==> config.mk <==
export PLATFORM = sky130hd
export DESIGN_NAME = pale_ctrl
export DESIGN_NICKNAME = d
export VERILOG_FILES = /design/src/rtl/core/pale_pkg.sv /design/src/rtl/core/pale_ctrl.sv
export SDC_FILE = /design/constraint.sdc
export NUM_CORES = 1
export LEC_CHECK = 0
export ABC_AREA = 1
export CAP_MARGIN = 20
export CELL_PAD_IN_SITES_DETAIL_PLACEMENT = 0
export CELL_PAD_IN_SITES_GLOBAL_PLACEMENT = 1
export CORE_MARGIN = 2
export CORE_UTILIZATION = 45
export CTS_BUF_LIST = sky130_fd_sc_hd__clkbuf_8
export DETAILED_ROUTE_END_ITERATION = 7
export DONT_BUFFER_PORTS = 1
export PLACE_DENSITY = 0.88
export SLEW_MARGIN = 20
export SYNTH_ARGS = -nofsm -noshare
export SYNTH_HDL_FRONTEND = slang
export SYNTH_SLANG_ARGS = --single-unit
==> constraint.sdc <==
create_clock -name clk -period 2.8 [get_ports clk]
set_input_delay 0.28 -clock clk [delete_from_list [all_inputs] [get_ports clk]]
set_output_delay 0.28 -clock clk [all_outputs]
set_load 0.01 [all_outputs]
==> src/rtl/core/pale_pkg.sv <==
`timescale 1ns / 1ps

package pale_pkg;

    localparam int MAX_SEGMENTS = 256;
    localparam int ADDR_W       = 8;
    localparam int CNT_W        = 9;
    localparam int ANGLE_BITS   = 16;
    localparam int CORDIC_STEPS = 30;

    localparam logic [23:0] GAIN_Q24 = 24'd10187951;
    localparam logic [ANGLE_BITS-1:0] ANGLE_HALF = ANGLE_BITS'(1) << (ANGLE_BITS - 1);

    typedef enum logic [1:0] {
        CMD_ADD   = 2'd0,
        CMD_QUERY = 2'd1,
        CMD_VAR   = 2'd2,
        CMD_CLEAR = 2'd3
    } cmd_t;

    typedef struct packed {
        logic [31:0]           x;
        logic [31:0]           y;
        logic [31:0]           slen;
        logic [31:0]           len;
        logic [ANGLE_BITS-1:0] ang;
    } entry_t;

    typedef enum logic [4:0] {
        OP_IDLE,
        OP_LOAD,
        OP_FIRST,
        OP_CLEAR,
        OP_RD_LAST,
        OP_DIFF,
        OP_SQ_LOAD_X,
        OP_SQ_LOAD_Y,
        OP_SQ_STEP,
        OP_SQRT_LOAD,
        OP_SQRT_STEP,
        OP_DIST,
        OP_SET_FULL,
        OP_NORM_LOAD,
        OP_NORM_STEP,
        OP_ANG_FOLD,
        OP_ANG_STEP,
        OP_WR_LAST,
        OP_WR_NEW,
        OP_SCAN_RD,
        OP_SCAN_CHK,
        OP_ROT_MUL,
        OP_ROT_FOLD,
        OP_ROT_STEP,
        OP_ROT_OUT,
        OP_VAR_CHK,
        OP_EMIT
    } dp_op_t;

    typedef struct packed {
        cmd_t cmd;
        logic count_zero;
        logic last_entry;
        logic sq_last;
        logic cordic_last;
        logic too_short;
        logic store_full;
        logic norm_done;
        logic scan_hit;
        logic var_stop;
        logic var_fail;
    } dp_stat_t;

    // arctangent of 2^-i in units of 2^-32 turn
    function automatic logic [31:0] atan_turn(input logic [4:0] i);
        logic [31:0] r;
        case (i)
            5'd0:  r = 32'd536870912;
            5'd1:  r = 32'd316933406;
            5'd2:  r = 32'd167458907;
            5'd3:  r = 32'd85004756;
            5'd4:  r = 32'd42667331;
            5'd5:  r = 32'd21354465;
            5'd6:  r = 32'd10679838;
            5'd7:  r = 32'd5340245;
            5'd8:  r = 32'd2670163;
            5'd9:  r = 32'd1335086;
            5'd10: r = 32'd667544;
            5'd11: r = 32'd333772;
            5'd12: r = 32'd166886;
            5'd13: r = 32'd83443;
            5'd14: r = 32'd41722;
            5'd15: r = 32'd20861;
            5'd16: r = 32'd10430;
            5'd17: r = 32'd5215;
            5'd18: r = 32'd2608;
            5'd19: r = 32'd1304;
            5'd20: r = 32'd652;
            5'd21: r = 32'd326;
            5'd22: r = 32'd163;
            5'd23: r = 32'd81;
            5'd24: r = 32'd41;
            5'd25: r = 32'd20;
            5'd26: r = 32'd10;
            5'd27: r = 32'd5;
            5'd28: r = 32'd3;
            5'd29: r = 32'd1;
            default: r = 32'd0;
        endcase
        return r;
    endfunction

endpackage

==> src/rtl/core/pale_ctrl.sv <==
`timescale 1ns / 1ps

module pale_ctrl
    import pale_pkg::*;
(
    input  logic     clk,
    input  logic     rst_n,
    input  logic     in_valid,
    output logic     in_ready,
    output logic     out_valid,
    input  logic     out_ready,
    input  dp_stat_t stat,
    output dp_op_t   op
);

    typedef enum logic [4:0] {
        S_IDLE,
        S_DISPATCH,
        S_FIRST,
        S_CLEAR,
        S_RD_LAST,
        S_DIFF,
        S_SQX_LOAD,
        S_SQX,
        S_SQY_LOAD,
        S_SQY,
        S_SQRT_LOAD,
        S_SQRT,
        S_DIST,
        S_CHK,
        S_NORM_LOAD,
        S_NORM,
        S_FOLD,
        S_ANG,
        S_WR_LAST,
        S_WR_NEW,
        S_SCAN_RD,
        S_SCAN_CHK,
        S_ROT_MUL,
        S_ROT_FOLD,
        S_ROT,
        S_ROT_OUT,
        S_VAR_RD,
        S_VAR_CHK,
        S_EMIT
    } state_t;

    state_t state_reg, state_next;
    logic   out_valid_reg, out_valid_next;

    assign in_ready  = (state_reg == S_IDLE);
    assign out_valid = out_valid_reg;

    always_comb
    begin
        state_next     = state_reg;
        op             = OP_IDLE;
        out_valid_next = out_valid_reg && !out_ready;
        case (state_reg)
            S_IDLE:
            begin
                if (in_valid)
                begin
                    op         = OP_LOAD;
                    state_next = S_DISPATCH;
                end
            end
            S_DISPATCH:
            begin
                case (stat.cmd)
                    CMD_ADD:   state_next = stat.count_zero ? S_FIRST : S_RD_LAST;
                    CMD_QUERY: state_next = stat.count_zero ? S_EMIT : S_SCAN_RD;
                    CMD_VAR:   state_next = stat.count_zero ? S_EMIT : S_VAR_RD;
                    CMD_CLEAR: state_next = S_CLEAR;
                    default:   state_next = S_EMIT;
                endcase
            end
            S_FIRST:
            begin
                op         = OP_FIRST;
                state_next = S_EMIT;
            end
            S_CLEAR:
            begin
                op         = OP_CLEAR;
                state_next = S_EMIT;
            end
            S_RD_LAST:
            begin
                op         = OP_RD_LAST;
                state_next = S_DIFF;
            end
            S_DIFF:
            begin
                op         = OP_DIFF;
                state_next = S_SQX_LOAD;
            end
            S_SQX_LOAD:
            begin
                op         = OP_SQ_LOAD_X;
                state_next = S_SQX;
            end
            S_SQX:
            begin
                op = OP_SQ_STEP;
                if (stat.sq_last)
                    state_next = S_SQY_LOAD;
            end
            S_SQY_LOAD:
            begin
                op         = OP_SQ_LOAD_Y;
                state_next = S_SQY;
            end
            S_SQY:
            begin
                op = OP_SQ_STEP;
                if (stat.sq_last)
                    state_next = S_SQRT_LOAD;
            end
            S_SQRT_LOAD:
            begin
                op         = OP_SQRT_LOAD;
                state_next = S_SQRT;
            end
            S_SQRT:
            begin
                op = OP_SQRT_STEP;
                if (stat.sq_last)
                    state_next = S_DIST;
            end
            S_DIST:
            begin
                op         = OP_DIST;
                state_next = S_CHK;
            end
            S_CHK:
            begin
                if (stat.too_short)
                    state_next = S_EMIT;
                else if (stat.store_full)
                begin
                    op         = OP_SET_FULL;
                    state_next = S_EMIT;
                end
                else
                    state_next = S_NORM_LOAD;
            end
            S_NORM_LOAD:
            begin
                op         = OP_NORM_LOAD;
                state_next = S_NORM;
            end
            S_NORM:
            begin
                op = OP_NORM_STEP;
                if (stat.norm_done)
                    state_next = S_FOLD;
            end
            S_FOLD:
            begin
                op         = OP_ANG_FOLD;
                state_next = S_ANG;
            end
            S_ANG:
            begin
                op = OP_ANG_STEP;
                if (stat.cordic_last)
                    state_next = S_WR_LAST;
            end
            S_WR_LAST:
            begin
                op         = OP_WR_LAST;
                state_next = S_WR_NEW;
            end
            S_WR_NEW:
            begin
                op         = OP_WR_NEW;
                state_next = S_EMIT;
            end
            S_SCAN_RD:
            begin
                op         = OP_SCAN_RD;
                state_next = S_SCAN_CHK;
            end
            S_SCAN_CHK:
            begin
                op         = OP_SCAN_CHK;
                state_next = stat.scan_hit ? S_ROT_MUL : S_SCAN_RD;
            end
            S_ROT_MUL:
            begin
                op         = OP_ROT_MUL;
                state_next = S_ROT_FOLD;
            end
            S_ROT_FOLD:
            begin
                op         = OP_ROT_FOLD;
                state_next = S_ROT;
            end
            S_ROT:
            begin
                op = OP_ROT_STEP;
                if (stat.cordic_last)
                    state_next = S_ROT_OUT;
            end
            S_ROT_OUT:
            begin
                op         = OP_ROT_OUT;
                state_next = S_EMIT;
            end
            S_VAR_RD:
            begin
                op         = OP_SCAN_RD;
                state_next = S_VAR_CHK;
            end
            S_VAR_CHK:
            begin
                op = OP_VAR_CHK;
                if (stat.var_stop || stat.var_fail || stat.last_entry)
                    state_next = S_EMIT;
                else
                    state_next = S_VAR_RD;
            end
            S_EMIT:
            begin
                if (!out_valid_reg || out_ready)
                begin
                    op             = OP_EMIT;
                    out_valid_next = 1'b1;
                    state_next     = S_IDLE;
                end
            end
            default: state_next = S_IDLE;
        endcase
    end

    always_ff @(posedge clk or negedge rst_n)
    begin
        if (!rst_n)
        begin
            state_reg     <= S_IDLE;
            out_valid_reg <= 1'b0;
        end
        else
        begin
            state_reg     <= state_next;
            out_valid_reg <= out_valid_next;
        end
    end

endmodule

==> impl_results.md <==
- Leading cell types in the layout, fill and taps excluded: sky130_fd_sc_hd__nand2_1, sky130_fd_sc_hd__nor2_1, sky130_fd_sc_hd__inv_1, sky130_fd_sc_hd__nand3_1
- Post-Route Skew: 0.001928 ns
- Number of instances on the worst hold path: 3
- GRT met3 Usage: 0.008065
- Global Route Usage Sum: 0.2388
- Initial detailed-routing violation count: 61
- Seq pwr share: 0.192
- Switching power total: 805.6 uW
- Number of diodes: 0
- Max FFs per register: 5
- Maximum fanout along the worst path: 16
- Yosys top cell area share: 0.2310
- Switching part of the total power: 0.6175
- Highest ir drop seen on vdd: 0.6577 mV
- Area of the core: 2477 sq um
- Synth-to-layout area growth: 3.102%
- Average size of a mapped cell: 5.416 sq um
- Launch point of the worst hold path: out_ready
- Register area: 150.1 sq um
- Crit-path leading delay family: simple AND/OR/NAND/NOR gates
- Final ANT Viol Nets: 0
- Post-detailed-routing wire length: 3313 microns
- Worst r2r dst: state_reg[2]
- Combined area of all synthesized cells: approximately 1200 sq um
- CP Buf/Inv Count: 1
- Cell-by-cell listing of the critical path: inv_2 > nand3_1 > nor2_1 > nor2_1 > nor3b_1 > nand3_1
- Maximum clock rate: 418.5 MHz
- Routed length per instance: around 14 microns
- Run status: completed
- PortBufs: 0
- Die footprint: 3023 sq um
- Part of the total power dissipated in combinational logic: 0.714
- Area contributors post-synth: sky130_fd_sc_hd__nand2_1, sky130_fd_sc_hd__dfrtp_1, sky130_fd_sc_hd__nor2_1
- Number of clock buffers inserted by TritonCTS: 3
- Synth warn: 0
- Most used routing layer: met2
- HPWL after detailed placement: 2754 microns
- Sequential area share after synthesis: 0.1283
- Maximum number of pins on one net before global-route repair: 17
- Overflow after GRT: 0
- Clock tree from TritonCTS: built
- Setup repair after global routing missed its margin: no
- Launch point of the worst reg-to-reg path: state_reg[4]
- Clk sinks: 6
- Number of placed cells counting well taps: 241
- Shortest clock period the worst path allows after layout: approximately 2.4 ns
- Critical path launch point type: register
- Most common cell after layout, fill and taps aside: sky130_fd_sc_hd__nand2_1
- Number of endpoints failing setup at the final stage: 0
- Die height: ~55 microns
- Clock share of power: 0.094
- Biggest area consumer among synthesized cells: sky130_fd_sc_hd__nand2_1
- Crit share post-route: 0.8534
- Global-route wire length before repair: 5278 microns
- Cell at the slowest stage of the critical path: sky130_fd_sc_hd__dfrtp_1
- Synthesized instance count: 216
- Number of distinct library cells after synthesis: 24
- Number of cells on the worst reg-to-reg path: 7
- Routability congestion estimate from global placement: 0.8986
- Final layout net count: 237
- Final max-slew violation count: 0
- Min-delay worst type: in2reg
- Insertion delay of the later-clocked pin in the worst-skew pair: 0.21 ns
- Number of DRC violations after detailed routing: 0
- Total count of hold-check failures in the final report: 0
- Slew HR: 0.6171
- Total area of multi-input combinational cells: 858.3 sq um
- Number of top-level pins: 23
- Cell at the root of the clock tree: sky130_fd_sc_hd__clkbuf_8
- Fraction of final layout cells with drive strength greater than 1: 0.1070
- Sum of negative setup slack: 0 ns
- CP Capture Type: output pin
- Met2 capacity usage during global routing: 0.4226
- Leakage power figure: roughly 0.0007 uW
- Met1 capacity usage during global routing: 0.3246
- Max capacitance violation total: 0
- Power per unit of standard cell area: 1082 nW/um^2
- Number of nets in the synthesized netlist: 236
- Data required time of the critical path: between 2 and 3 ns
- Critical Path AT: 2.11 ns
- Initial antenna violation count: 0
- Deepest clock path buffer count: 2
- Initial Util: 0.4722
- Vias per cell: 5.498
- Actual transition at the worst max-transition pin: around 0.57 ns
- Clock edge transition at the registers on the reported setup and hold paths: 0.03 ns
- Vias in the first global route: 1170
- Die width: approximately 55 microns
- CTS resizes: 0
- Via count: 1347
- CTS H-tree lvls: 1
- Endpoint of the worst hold-timing path: out_valid
- Power Internal: roughly 500 uW
- Number of non-filler instances in the completed layout: between 200 and 250
- Largest stage delay, worst path: approximately 0.7 ns
- Count of filler cells inserted in the layout: 269
- Synth Register Bits: 6
- Count of TritonRoute iterations in the first routing pass: 4
- Flop2flop setup slack: 0.91 ns
- Type of the worst setup path: reg2out
- Cell row count: 18
final cells by class:
type | count | share of cell area
Multi-Input combinational cell | 176 | 0.7116
Sequential cell | 6 | 0.1245
Inverter | 29 | 0.09025
Clock buffer | 3 | 0.03423
Tap cell | 30 | 0.03112
Timing Repair Buffer | 1 | 0.008299
what timing repair did:
item	4_1_cts	5_1_grt
setup endpoints to repair	0	0
setup buffers	0	0
hold buffers	1	0
endpoints found under the hold margin	6	0
routing by layer:
layer | part of all wire | wire length (microns) | vias to the layer above
met3 | 0.066 | 218 | 2
li1 | - | - | 679
met5 | 0 | 0 | -
met1 | 0.43 | 1431 | 608
met4 | 0.0042 | 14 | 0
met2 | 0.50 | 1647 | 58
power groups by stage:
stage | Combinational [uW] | Sequential (uW) | Clock (uW)
after floorplan | 841 | 175 | 0
after global placement | 928 | 243 | 0
after detailed placement | 920 | 249 | 0
after CTS | 925 | 248 | 126
after global routing | 1040 | 259 | 129
final | 932 | 251 | 122
kinds of logic after synthesis:
family          share of synthesized area
compound gates                    0.05883
flops                              0.1283
simple gates                       0.6321
buf+inv                            0.1380
fa+ha+maj                         0.04278
worst min-delay path, cell delays in order:
cell	delay, ns
sky130_fd_sc_hd__inv_1	0.02
sky130_fd_sc_hd__nand2_1	0.09
sky130_fd_sc_hd__nand2_1	0.06
per-stage QoR:
| step | instance area (sq um) | utilization | power (uW) | setup WS [ns] | hold WS (ns) |
|---|---|---|---|---|---|
| after detailed placement | 1155 | 0.4662 | 1169 | 0.7083 | -0.01543 |
| after floorplan | 1170 | - | 1016 | 1.275 | -0.01559 |
| after CTS | 1206 | 0.4869 | 1299 | 0.4726 | 0.2778 |
| after global placement | 1155 | 0.4662 | 1172 | 0.8648 | -0.01545 |
| final | 1206 | 0.4869 | 1305 | 0.4104 | 0.2826 |
| after global routing | 1206 | 0.4869 | 1431 | 0.3057 | 0.3074 |
synth_stat cells:
master and number:
sky130_fd_sc_hd__a211oi_1 1, sky130_fd_sc_hd__a21oi_1 5, sky130_fd_sc_hd__a21oi_2 1, sky130_fd_sc_hd__buf_4 1, sky130_fd_sc_hd__buf_6 4, sky130_fd_sc_hd__clkinv_1 1, sky130_fd_sc_hd__dfrtp_1 6, sky130_fd_sc_hd__ha_1 4
sky130_fd_sc_hd__inv_1 24, sky130_fd_sc_hd__inv_2 4, sky130_fd_sc_hd__nand2_1 72, sky130_fd_sc_hd__nand2_2 4, sky130_fd_sc_hd__nand2_4 1, sky130_fd_sc_hd__nand3_1 24, sky130_fd_sc_hd__nand3_2 3, sky130_fd_sc_hd__nand4_1 6
sky130_fd_sc_hd__nor2_1 36, sky130_fd_sc_hd__nor2_2 2, sky130_fd_sc_hd__nor2_4 5, sky130_fd_sc_hd__nor3_1 4, sky130_fd_sc_hd__nor3b_1 2, sky130_fd_sc_hd__nor4_1 1, sky130_fd_sc_hd__o21ai_0 4, sky130_fd_sc_hd__o31ai_1 1
how the worst max path moves through the flow:
stage,endpoint,slack [ns],start,depth (start not counted)
final,op[3],0.41,state_reg[4],6
after global routing,op[3],0.31,state_reg[4],6
after CTS,op[3],0.47,state_reg[4],6
after detailed placement,op[3],0.71,state_reg[4],6
after global placement,op[3],0.86,state_reg[4],6
after floorplan,op[3],1.27,state_reg[4],8
(Power assumes the default switching activity.)
